### src/design/rdc_pkg.sv
`timescale 1ns / 1ps
// ----------------------------------------------------------------------------
// rdc_pkg
// Shared constants and controller/datapath interface types for the range
// distinct-count unit.
// ----------------------------------------------------------------------------
package rdc_pkg;

    // Array and value space sizes
    localparam int MAX_LENGTH  = 1024;
    localparam int VALUE_COUNT = 65536;

    // Field widths
    localparam int IDX_W  = 10;
    localparam int VAL_W  = 16;
    localparam int LEN_W  = 11;
    localparam int CNT_W  = 11;
    localparam int FREQ_W = 12;
    localparam int SLOT_W = $clog2(VALUE_COUNT);

    // Item operation codes
    localparam logic OP_LOAD  = 1'b0;
    localparam logic OP_QUERY = 1'b1;

    // Commands from controller to datapath
    typedef struct packed {
        logic clear_en;   // write zero at the sweep address and advance it
        logic accept;     // input item taken this cycle
        logic init_rd;    // read element 0
        logic init_wr;    // seed window with element 0
        logic step_go;    // move one pointer by one position
        logic slot_cap;   // capture frequency slot of the element just read
        logic freq_upd;   // write updated frequency, adjust count
        logic out_load;   // load result register
    } t_cmd;

    // Status from datapath to controller
    typedef struct packed {
        logic clear_last; // sweep is at its final entry
        logic started;    // window has been seeded
        logic step_done;  // query is bad or window already matches it
    } t_stat;

endpackage

### src/design/rdc_ctrl.sv
`timescale 1ns / 1ps
// ----------------------------------------------------------------------------
// rdc_ctrl
// Controller: sequences the frequency clear sweep, item intake, window seeding,
// the per-position pointer walk and result delivery.
// ----------------------------------------------------------------------------
module rdc_ctrl (
    input  logic          i_clk,
    input  logic          i_rst_n,
    input  logic          i_valid,
    input  logic          i_op,
    output logic          o_ready,
    output logic          o_valid,
    input  logic          i_ready,
    input  rdc_pkg::t_stat i_stat,
    output rdc_pkg::t_cmd  o_cmd
);

    typedef enum logic [2:0] {
        S_CLEAR,
        S_IDLE,
        S_INIT,
        S_INIT_WR,
        S_STEP,
        S_ELEM,
        S_FREQ,
        S_RESULT
    } t_state;

    t_state r_state, n_state;
    logic   r_out_valid, n_out_valid;
    logic   w_accept;
    logic   w_out_free;

    assign w_accept   = i_valid && (r_state == S_IDLE);
    assign w_out_free = !r_out_valid || i_ready;

    // Next state and command decode
    always_comb begin
        n_state     = r_state;
        n_out_valid = r_out_valid;
        o_cmd       = '0;
        if (r_out_valid && i_ready) begin
            n_out_valid = 1'b0;
        end
        case (r_state)
            S_CLEAR: begin
                o_cmd.clear_en = 1'b1;
                if (i_stat.clear_last) begin
                    n_state = S_IDLE;
                end
            end
            S_IDLE: begin
                if (w_accept) begin
                    o_cmd.accept = 1'b1;
                    if (i_op == rdc_pkg::OP_QUERY) begin
                        n_state = i_stat.started ? S_STEP : S_INIT;
                    end
                end
            end
            S_INIT: begin
                o_cmd.init_rd = 1'b1;
                n_state       = S_INIT_WR;
            end
            S_INIT_WR: begin
                o_cmd.init_wr = 1'b1;
                n_state       = S_STEP;
            end
            S_STEP: begin
                if (i_stat.step_done) begin
                    n_state = S_RESULT;
                end else begin
                    o_cmd.step_go = 1'b1;
                    n_state       = S_ELEM;
                end
            end
            S_ELEM: begin
                o_cmd.slot_cap = 1'b1;
                n_state        = S_FREQ;
            end
            S_FREQ: begin
                o_cmd.freq_upd = 1'b1;
                n_state        = S_STEP;
            end
            S_RESULT: begin
                if (w_out_free) begin
                    o_cmd.out_load = 1'b1;
                    n_out_valid    = 1'b1;
                    n_state        = S_IDLE;
                end
            end
            default: begin
                n_state = S_IDLE;
            end
        endcase
    end

    // Hold state and output valid
    always_ff @(posedge i_clk) begin
        if (!i_rst_n) begin
            r_state     <= S_CLEAR;
            r_out_valid <= 1'b0;
        end else begin
            r_state     <= n_state;
            r_out_valid <= n_out_valid;
        end
    end

    assign o_ready = (r_state == S_IDLE);
    assign o_valid = r_out_valid;

endmodule

### config.mk
export PLATFORM = sky130hd
export DESIGN_NAME = rdc_ctrl
export DESIGN_NICKNAME = d
export VERILOG_FILES = /design/src/design/rdc_pkg.sv /design/src/design/rdc_ctrl.sv
export SDC_FILE = /design/constraint.sdc
export NUM_CORES = 1
export LEC_CHECK = 0
export ABC_AREA = 1
export BUFFER_PORTS_ARGS = -buffer_cell sky130_fd_sc_hd__buf_2
export CORE_AREA = 10 10 47 49
export CTS_CLUSTER_SIZE = 24
export DETAILED_ROUTE_END_ITERATION = 16
export DIE_AREA = 0 0 57 59
export PLACE_DENSITY_LB_ADDON = 0.2
export SYNTH_ARGS = -nofsm -noshare
export SYNTH_HDL_FRONTEND = slang
export SYNTH_SLANG_ARGS = --single-unit
export TNS_END_PERCENT = 50
### constraint.sdc
create_clock -name i_clk -period 3.2 [get_ports i_clk]
set_clock_uncertainty 0.2 [all_clocks]
set_input_delay 0.32 -clock i_clk [delete_from_list [all_inputs] [get_ports i_clk]]
set_output_delay 0.32 -clock i_clk [all_outputs]
set_load 0.005 [all_outputs]
==> results of run 1 <==
## cell families after synthesis
| family | after synthesis | synth area share (%) |
|---|---|---|
| AO/OA/AOI/OAI | 8 | 14.6 |
| buffers and inverters | 12 | 15.0 |
| flip-flops | 4 | 25.3 |
| AND/OR/NAND/NOR | 29 | 45.1 |
## state kept, by name, indices dropped and copies added, names as in the netlist
register / cells
o_valid: 1
r_state: 3
## critical path, cell delays in order (launching register included)
cell and delay (ns):
dfxtp_1 0.34, nor2_1 0.26, nand2_1 0.11, nor2_1 0.09, buf_2 0.12
## stage by stage
step / std cells / worst slack, ns / power, mW / area (sq um) / util (%)
detailed placement: 86 / 1.76 / 0.313 / 422 / 30.1
global route: 89 / 1.37 / 0.409 / 444 / 31.7
CTS: 89 / 1.50 / 0.376 / 444 / 31.7
global placement: 86 / 1.74 / 0.315 / 422 / 30.1
finish: 89 / 1.53 / 0.367 / 444 / 31.7
floorplan: 53 / 1.94 / 0.243 / 317 / -
## Yosys cell counts, drive strengths merged
cell | number | area (sq um)
o21ai | 1 | 5.00
o21a | 1 | 7.51
inv | 12 | 47.6
dfxtp | 4 | 80.1
nor3 | 3 | 15.0
o211ai | 1 | 7.51
nor2 | 11 | 53.8
nand2 | 11 | 48.8
a21oi | 4 | 20.0
nand3 | 4 | 25.0
o22ai | 1 | 6.26
## layer usage
layer | share of wire, % | vias to the layer above | routed length (um)
li1 | - | 207 | -
met4 | 0 | 0 | 0
met2 | 52 | 9 | 447
met5 | 0 | - | 0
met3 | 4.8 | 0 | 41
met1 | 43 | 160 | 372
## where the power goes
group	leakage [nW]	switching, mW	internal [mW]
Combinational	0.213	0.130	0.0828
Clock	0.0138	0.0171	0.0417
Sequential	0.0328	0.0286	0.0674
## final timing paths
path         cells past startpoint          to  slack, ns
max                              4    o_cmd[3]       1.53
min                              3  r_state[1]       0.14
max reg2reg                      7  r_state[1]       1.85
min reg2reg                      4  r_state[1]       0.37
## area by class of cell
type                    instances  share of cell area [%]
clock buffers                   3                    5.07
well taps                      16                    4.51
flip-flops and latches          4                    18.0
inverters                      12                    10.7
repair buffers                 17                    19.2
multi-input cells              37                    42.5
==> impl_metrics.yaml, run 1 <==
min_path:
  min_path_type: "input pin to flip-flop"
  min_from: "i_rst_n"
sta:
  max_freq_ghz: 0.597
  rsz0062_at_grt: "no"
  period_share_pct: 52.3
  setup_viol: 0
  final_max_slew_viol_count: 0
  hold_ws_ns: 0.137
  finalCriticalPeriod_ns: 1.67
  tightest_slew_ns: 0.298
  relSlewSlack_pct: 80.1
  fin_tns_setup_ns: 0
  hold_viol_final: 0
clock_network:
  path_clk_slew_ns: 0.03
  cts_buffer_depth: 2
  cts_buffers: 3
  cts_tree: "yes"
  cts_resized: 0
  post_cts_buffers: 0
  clk_root_buffer_cell: "clkbuf_4"
  cts_hold_repair.buffers: 0
  clock-sinks: 4
  clk_latency_ns: 0.23
  htree_levels: 1
critical_path:
  end_kind: "output port"
  cp-start-kind: "flip-flop"
  crit_type: "flip-flop to output port"
  critPathLaunch: "r_state[0]"
  rr_startpoint: "r_state[2]"
  critPathMaxFanout: 6
  arrival_ns: 1.15
  cp.required_ns: 2.68
synthesis:
  ys_warn_count: 0
  ys_types: 16
  syn_nets: 61
  synth_area_sq_um: 317
  ys_ff_latch: 4
  synthCells: 53
  yosysSeqAreaShare_pct: 25.3
  avgSynthCellArea_sq_um: 5.97
grt:
  grt_busiest_layer: "met2"
  grt_util_met2_pct: 9.46
  gr-usage-met3_pct: 2.58
  grt_max_degree: 9
  grt_usage_pct: 5.53
  antenna_found_initial: 0
  use_met1_pct: 5.45
  grt_pass1_wl_um: 1510
  overflow: 0
  grt_pass1_vias: 359
power_and_ir_drop:
  leakage_nw: 0.259
  vdd_ir_drop_max_mv: 0.229
  powerDensity_nw_per_um2: 827
floorplanning:
  core_sq_um: 1400
  die_area_sq_um: 3360
  fp.dieH_um: 59
  initial_core_util_pct: 22.6
  fp.dieW_um: 57
  ios: 18
  rows: 14
cells_and_area:
  nFillCells: 173
  drive_gt1_share_pct: 38.4
  layout_common_cells: "17 x buf_2, 11 x inv_1, 8 x nand2_1, 8 x nor2_1"
  layout_commonest_cell: "buf_2"
  multi_input_area_sq_um: 189
  final_nets: 83
  diodes: 0
  regArea_sq_um: 80.1
  syn_to_final_growth_pct: 40.3
detailed_routing:
  drtIter0Drc: 6
  avgRoutedWirePerCell_um: 9.66
  drc_errors: 0
  first_pass_iters: 3
  routed_wl_um: 860
  viasPerCell: 4.22
  num_vias: 376
  antenna_left: 0
placed_design:
  dp_hpwl_um: 783
  portBuffers: 17
  gp_congestion: 0.775
outcome:
  status: "complete, no violations"
job:
  max-cap-violations: 0
No activity file was read; power rests on OpenSTA's default activity.
==> inputs of run 2 (changes only) <==
==> constraint.sdc (replaced) <==
create_clock -name i_clk -period 1.5 [get_ports i_clk]
set_clock_uncertainty 0.2 [all_clocks]
set_input_delay 0.15 -clock i_clk [delete_from_list [all_inputs] [get_ports i_clk]]
set_output_delay 0.15 -clock i_clk [all_outputs]
set_load 0.005 [all_outputs]
==> run 2 against run 1 <==
Worst setup slack lost 1.5 ns; global-route usage grew 0.47 points; wire length grew 10%; final cell count grew 2.2%; register-to-register slack lost 1.6 ns; largest power group unchanged.
==> impl_metrics.yaml, run 2 (synthesized netlist as in run 1, its figures left out) <==
min_path:
  min_from: "i_ready"
  holdPathStages: 4
  min_path_type: "input pin to flip-flop"
  whs_endpoint: "r_state[1]"
power_and_ir_drop:
  fin_total_pwr_uw: 858
  vdd_ir_drop_max_mv: 0.659
  p_int_uw: 453
  leakage_nw: 0.272
  pwr-share-seq_pct: 24.9
  switching_share_pct: 47.2
  pwr-share-comb_pct: 59.6
  clkPwrFrac_pct: 15.5
  powerDensity_nw_per_um2: 1800
  p_sw_uw: 405
sta:
  final_max_slew_viol_count: 0
  period_share_pct: 95.5
  relSlewSlack_pct: 84.8
  hold_viol_final: 0
  rsz0062_at_grt: "yes"
  max_freq_ghz: 0.698
  setup_viol: 0
  finalCriticalPeriod_ns: 1.43
  tightest_slew_ns: 0.227
clock_network:
  htree_levels: 1
  cts_tree: "yes"
  post_cts_buffers: 0
  clk_root_buffer_cell: "clkbuf_4"
  clock-sinks: 4
  path_clk_slew_ns: 0.04
  cts_buffers: 3
  clk_latency_ns: 0.24
  cts_buffer_depth: 2
floorplanning:
  initial_core_util_pct: 22.6
  fp.dieW_um: 57
  ios: 18
  die_area_sq_um: 3360
  fp.dieH_um: 59
  core_sq_um: 1400
  rows: 14
detailed_routing:
  viasPerCell: 4.52
  routed_wl_um: 947
  drc_errors: 0
  num_vias: 411
  antenna_left: 0
  drtIter0Drc: 9
  avgRoutedWirePerCell_um: 10.4
  first_pass_iters: 4
placed_design:
  gp_congestion: 0.790
  portBuffers: 17
  dp_hpwl_um: 823
  place_area_sq_um: 429
  place_inst: 87
grt:
  grt_pass1_wl_um: 1590
  grt_pass1_vias: 406
  overflow: 0
  antenna_found_initial: 0
  grt_usage_pct: 6.00
  grt_max_degree: 9
cells_and_area:
  diodes: 0
  final_nets: 85
  fin_cells: 91
  final_cell_area_sq_um: 477
  largest_reg_flops: 3
  drive_gt1_share_pct: 44.0
  syn_to_final_growth_pct: 50.6
  layout_common_cells: "17 x buf_2, 11 x inv_1, 8 x nand2_1, 6 x nor2_1, 4 x a21oi_1"
  layout_commonest_cell: "buf_2"
  largest_register: "r_state"
critical_path:
  crit_type: "flip-flop to output port"
  critPathMaxFanout: 6
  r2r_cells: 7
  r2r_end: "r_state[1]"
  cp-start-kind: "flip-flop"
  arrival_ns: 1.08
  reg2reg_setup_slack_ns: 0.23
  end_kind: "output port"
  cp.required_ns: 1.15
  rr_startpoint: "r_state[1]"
job:
  max-cap-violations: 0
outcome:
  status: "complete, no violations"
==> run 2: cell types whose count changed in the layout (fill, tap and decap cells not counted), sizes merged <==
cell	previous run	this run
dlygate4sd3	0	1
buf	17	18
==> run 2: stage by stage <==
stage / setup WS, ns / TNS [ns] / hold WS (ns) / util [%]
finish: 0.0677 / 0 / 0.0365 / 34.0
global route: -0.0542 / -0.0654 / 0.0588 / 34.0
global placement: 0.163 / 0 / 0.208 / 30.6
CTS: 0.00509 / 0 / 0.0470 / 33.2
floorplan: 0.284 / 0 / 0.0592 / -
detailed placement: 0.178 / 0 / 0.216 / 30.6
==> run 2: metal layers <==
metal	up-vias	track usage (%)	routed length, um
met3	2	4.08	64
met5	-	0	0
met1	188	4.85	363
met4	0	4.03	12
met2	11	10.4	506
li1	210	-	-
==> run 2: how the worst max path moves through the flow <==
| stage | startpoint | to | slack [ns] | cells after the start |
|---|---|---|---|---|
| 3_3_place_gp | r_state[0] | r_state[1] | 0.16 | 7 |
| 6_report | r_state[0] | o_cmd[6] | 0.07 | 5 |
| 5_1_grt | r_state[0] | o_cmd[6] | -0.05 | 5 |
| 2_1_floorplan | r_state[2] | r_state[1] | 0.28 | 7 |
| 4_1_cts | r_state[0] | o_cmd[6] | 0.005 | 5 |
| 3_5_place_dp | r_state[0] | r_state[1] | 0.18 | 6 |
==> run 2: power groups by stage <==
stage	combinational [mW]	clock (mW)	sequential, mW
6_report	0.511	0.133	0.214
5_1_grt	0.581	0.162	0.222
4_1_cts	0.512	0.139	0.196
3_5_place_dp	0.503	0	0.191
3_3_place_gp	0.508	0	0.192
2_1_floorplan	0.324	0	0.194
==> run 2: area by class of cell <==
class | instances | area, sq um
inverter | 12 | 47.5
tap | 16 | 20.0
clock buffer | 3 | 22.5
fill | 181 | 925
timing repair buffer | 19 | 103
sequential | 4 | 85.1
multi-input combinational | 37 | 199
==> run 2: what timing repair did <==
| action | in CTS | in global routing |
|---|---|---|
| gates cloned | 0 | 0 |
| resized for setup | 2 | 4 |
| endpoints found under the setup margin | 4 | 4 |
| hold buffers | 1 | 0 |
| hold endpoints to repair | 3 | 0 |
==> run 2: critical path: stages (launching register included) <==
cell and delay [ns]:
dfxtp_4 0.38, inv_1 0.07, nor2_2 0.11, nand2_2 0.09, nor2_1 0.09, buf_2 0.12
==> inputs of run 3 (changes only) <==
--- a/config.mk
+++ b/config.mk
@@ -11,7 +11,7 @@
 export CTS_CLUSTER_SIZE = 24
 export DETAILED_ROUTE_END_ITERATION = 16
 export DIE_AREA = 0 0 57 59
-export PLACE_DENSITY_LB_ADDON = 0.2
+export PLACE_DENSITY = 0.5
 export SYNTH_ARGS = -nofsm -noshare
 export SYNTH_HDL_FRONTEND = slang
 export SYNTH_SLANG_ARGS = --single-unit
==> constraint.sdc (replaced) <==
create_clock -name i_clk -period 1.5 [get_ports i_clk]
set_clock_uncertainty 0.2 [all_clocks]
set_input_delay 0.3 -clock i_clk [delete_from_list [all_inputs] [get_ports i_clk]]
set_output_delay 0.3 -clock i_clk [all_outputs]
set_load 0.005 [all_outputs]
==> run 3 against run 2 <==
Wire length up 11%; combinational power up 29%; total power up 23%; the flow now finishes with violations (negative setup slack); first-iteration DRC count down 44%; via count up 4.1%; clock power about the same; sequential share of layout area down 1.0 points; sequential power up 22%; flip-flop and latch count unchanged; register-to-register slack worse by 0.08 ns; largest power group unchanged; die area unchanged.
==> impl_metrics.yaml, run 3 (synthesized netlist as in run 1, its figures left out) <==
sta:
  fin_tns_setup_ns: -0.0400
  tightest_slew_ns: 0.289
  finalCriticalPeriod_ns: 1.52
  relSlewSlack_pct: 80.7
  max_freq_ghz: 0.658
  period_share_pct: 101
  hold_viol_final: 0
  rsz0062_at_grt: "yes"
  setup_viol: 5
  final_max_slew_viol_count: 0
  setup_slack_ns: -0.0189
  hold_ws_ns: 0.108
cells_and_area:
  syn_to_final_growth_pct: 71.5
  largest_register: "r_state"
  fin_cells: 95
  drive_gt1_share_pct: 59.5
  nFillCells: 178
  final_nets: 89
  regArea_sq_um: 91.3
  utilization_pct: 38.8
  largest_reg_flops: 3
  layout_common_cells: "17 x buf_2, 8 x inv_1, 6 x nor2_1, 6 x nand2_1, 6 x buf_4"
  final_cell_area_sq_um: 543
  multi_input_area_sq_um: 224
  layout_commonest_cell: "buf_2"
  diodes: 0
clock_network:
  cts_tree: "yes"
  htree_levels: 1
  clock-sinks: 4
  path_clk_slew_ns: 0.03
  clk_root_buffer_cell: "clkbuf_4"
  cts_buffer_depth: 2
  clk_latency_ns: 0.24
  cts_buffers: 3
placed_design:
  dp_slack_ns: 0.0793
  place_inst: 87
  portBuffers: 17
  gp_congestion: 0.776
  place_area_sq_um: 429
  dp_hpwl_um: 809
detailed_routing:
  viasPerCell: 4.51
  top_layer: "met4"
  routed_wl_um: 1050
  met3_length_um: 83
  first_pass_iters: 4
  avgRoutedWirePerCell_um: 11.1
  routed-wl-met2_um: 511
  drc_errors: 0
  drtIter0Drc: 5
  antenna_left: 0
  num_vias: 428
  m1WireLength_um: 445
min_path:
  min_path_type: "input pin to flip-flop"
job:
  max-cap-violations: 0
power_and_ir_drop:
  pwr-share-comb_pct: 62.5
  leakage_nw: 0.295
  pwr-share-seq_pct: 24.7
  vdd_ir_drop_max_mv: 0.733
  clkPwrFrac_pct: 12.7
  switching_share_pct: 45.9
  p_int_uw: 571
  p_sw_uw: 484
  powerDensity_nw_per_um2: 1940
  fin_total_pwr_mw: 1.06
critical_path:
  critPathMaxFanout: 6
  end_kind: "output port"
  cp-start-kind: "flip-flop"
  crit_type: "flip-flop to output port"
  arrival_ns: 1.02
  cp.required_ns: 1.00
grt:
  grt_pass1_wl_um: 1750
  grt_max_degree: 9
  grt_usage_pct: 6.61
  grt_pass1_vias: 419
  overflow: 0
  antenna_found_initial: 0
floorplanning:
  ios: 18
  initial_core_util_pct: 22.6
  die_area_sq_um: 3360
  core_sq_um: 1400
  fp.dieW_um: 57
  fp.dieH_um: 59
  rows: 14
outcome:
  violations: "negative setup slack"
  status: "finished with violations"
-- run 3: final timing paths --
kind | start | endpoint | slack, ns | cells after the start
setup / recovery | r_state[1] | o_cmd[0] | -0.02 | 3
hold / removal | i_rst_n | r_state[1] | 0.11 | 3
setup reg to reg | r_state[2] | r_state[1] | 0.15 | 8
hold reg to reg | o_valid | r_state[1] | 0.39 | 4
-- run 3: layout make-up --
type	instances	share of cell area, %
multi-input cells	37	41.2
well taps	16	3.69
inverters	12	10.1
repair buffers	23	24.0
clock buffers	3	4.15
flip-flops and latches	4	16.8
-- run 3: timing repair --
action,CTS,global route
hold endpoints to repair,0,0
endpoints found under the setup margin,9,9
hold buffers,0,0
pin swaps,2,3
resized for setup,15,6
setup buffers,4,1
-- run 3: worst max-delay path, cell delays in order, from the launching register on --
cell     delay (ns)
dfxtp_4        0.40
nand2_2        0.10
nor3_2         0.15
buf_2          0.13
-- run 3: per-layer routing --
layer	vias to the layer above	GRT usage, %
met5	-	0
met4	0	5.03
met3	2	3.86
met2	13	9.77
met1	192	6.77
li1	221	-
-- run 3: power by group through the flow --
stage | Combinational (mW) | Sequential, mW | Clock, mW
final | 0.660 | 0.261 | 0.134
after detailed placement | 0.485 | 0.206 | 0
after global routing | 0.738 | 0.273 | 0.152
after CTS | 0.625 | 0.243 | 0.141
after floorplan | 0.324 | 0.194 | 0
after global placement | 0.487 | 0.204 | 0
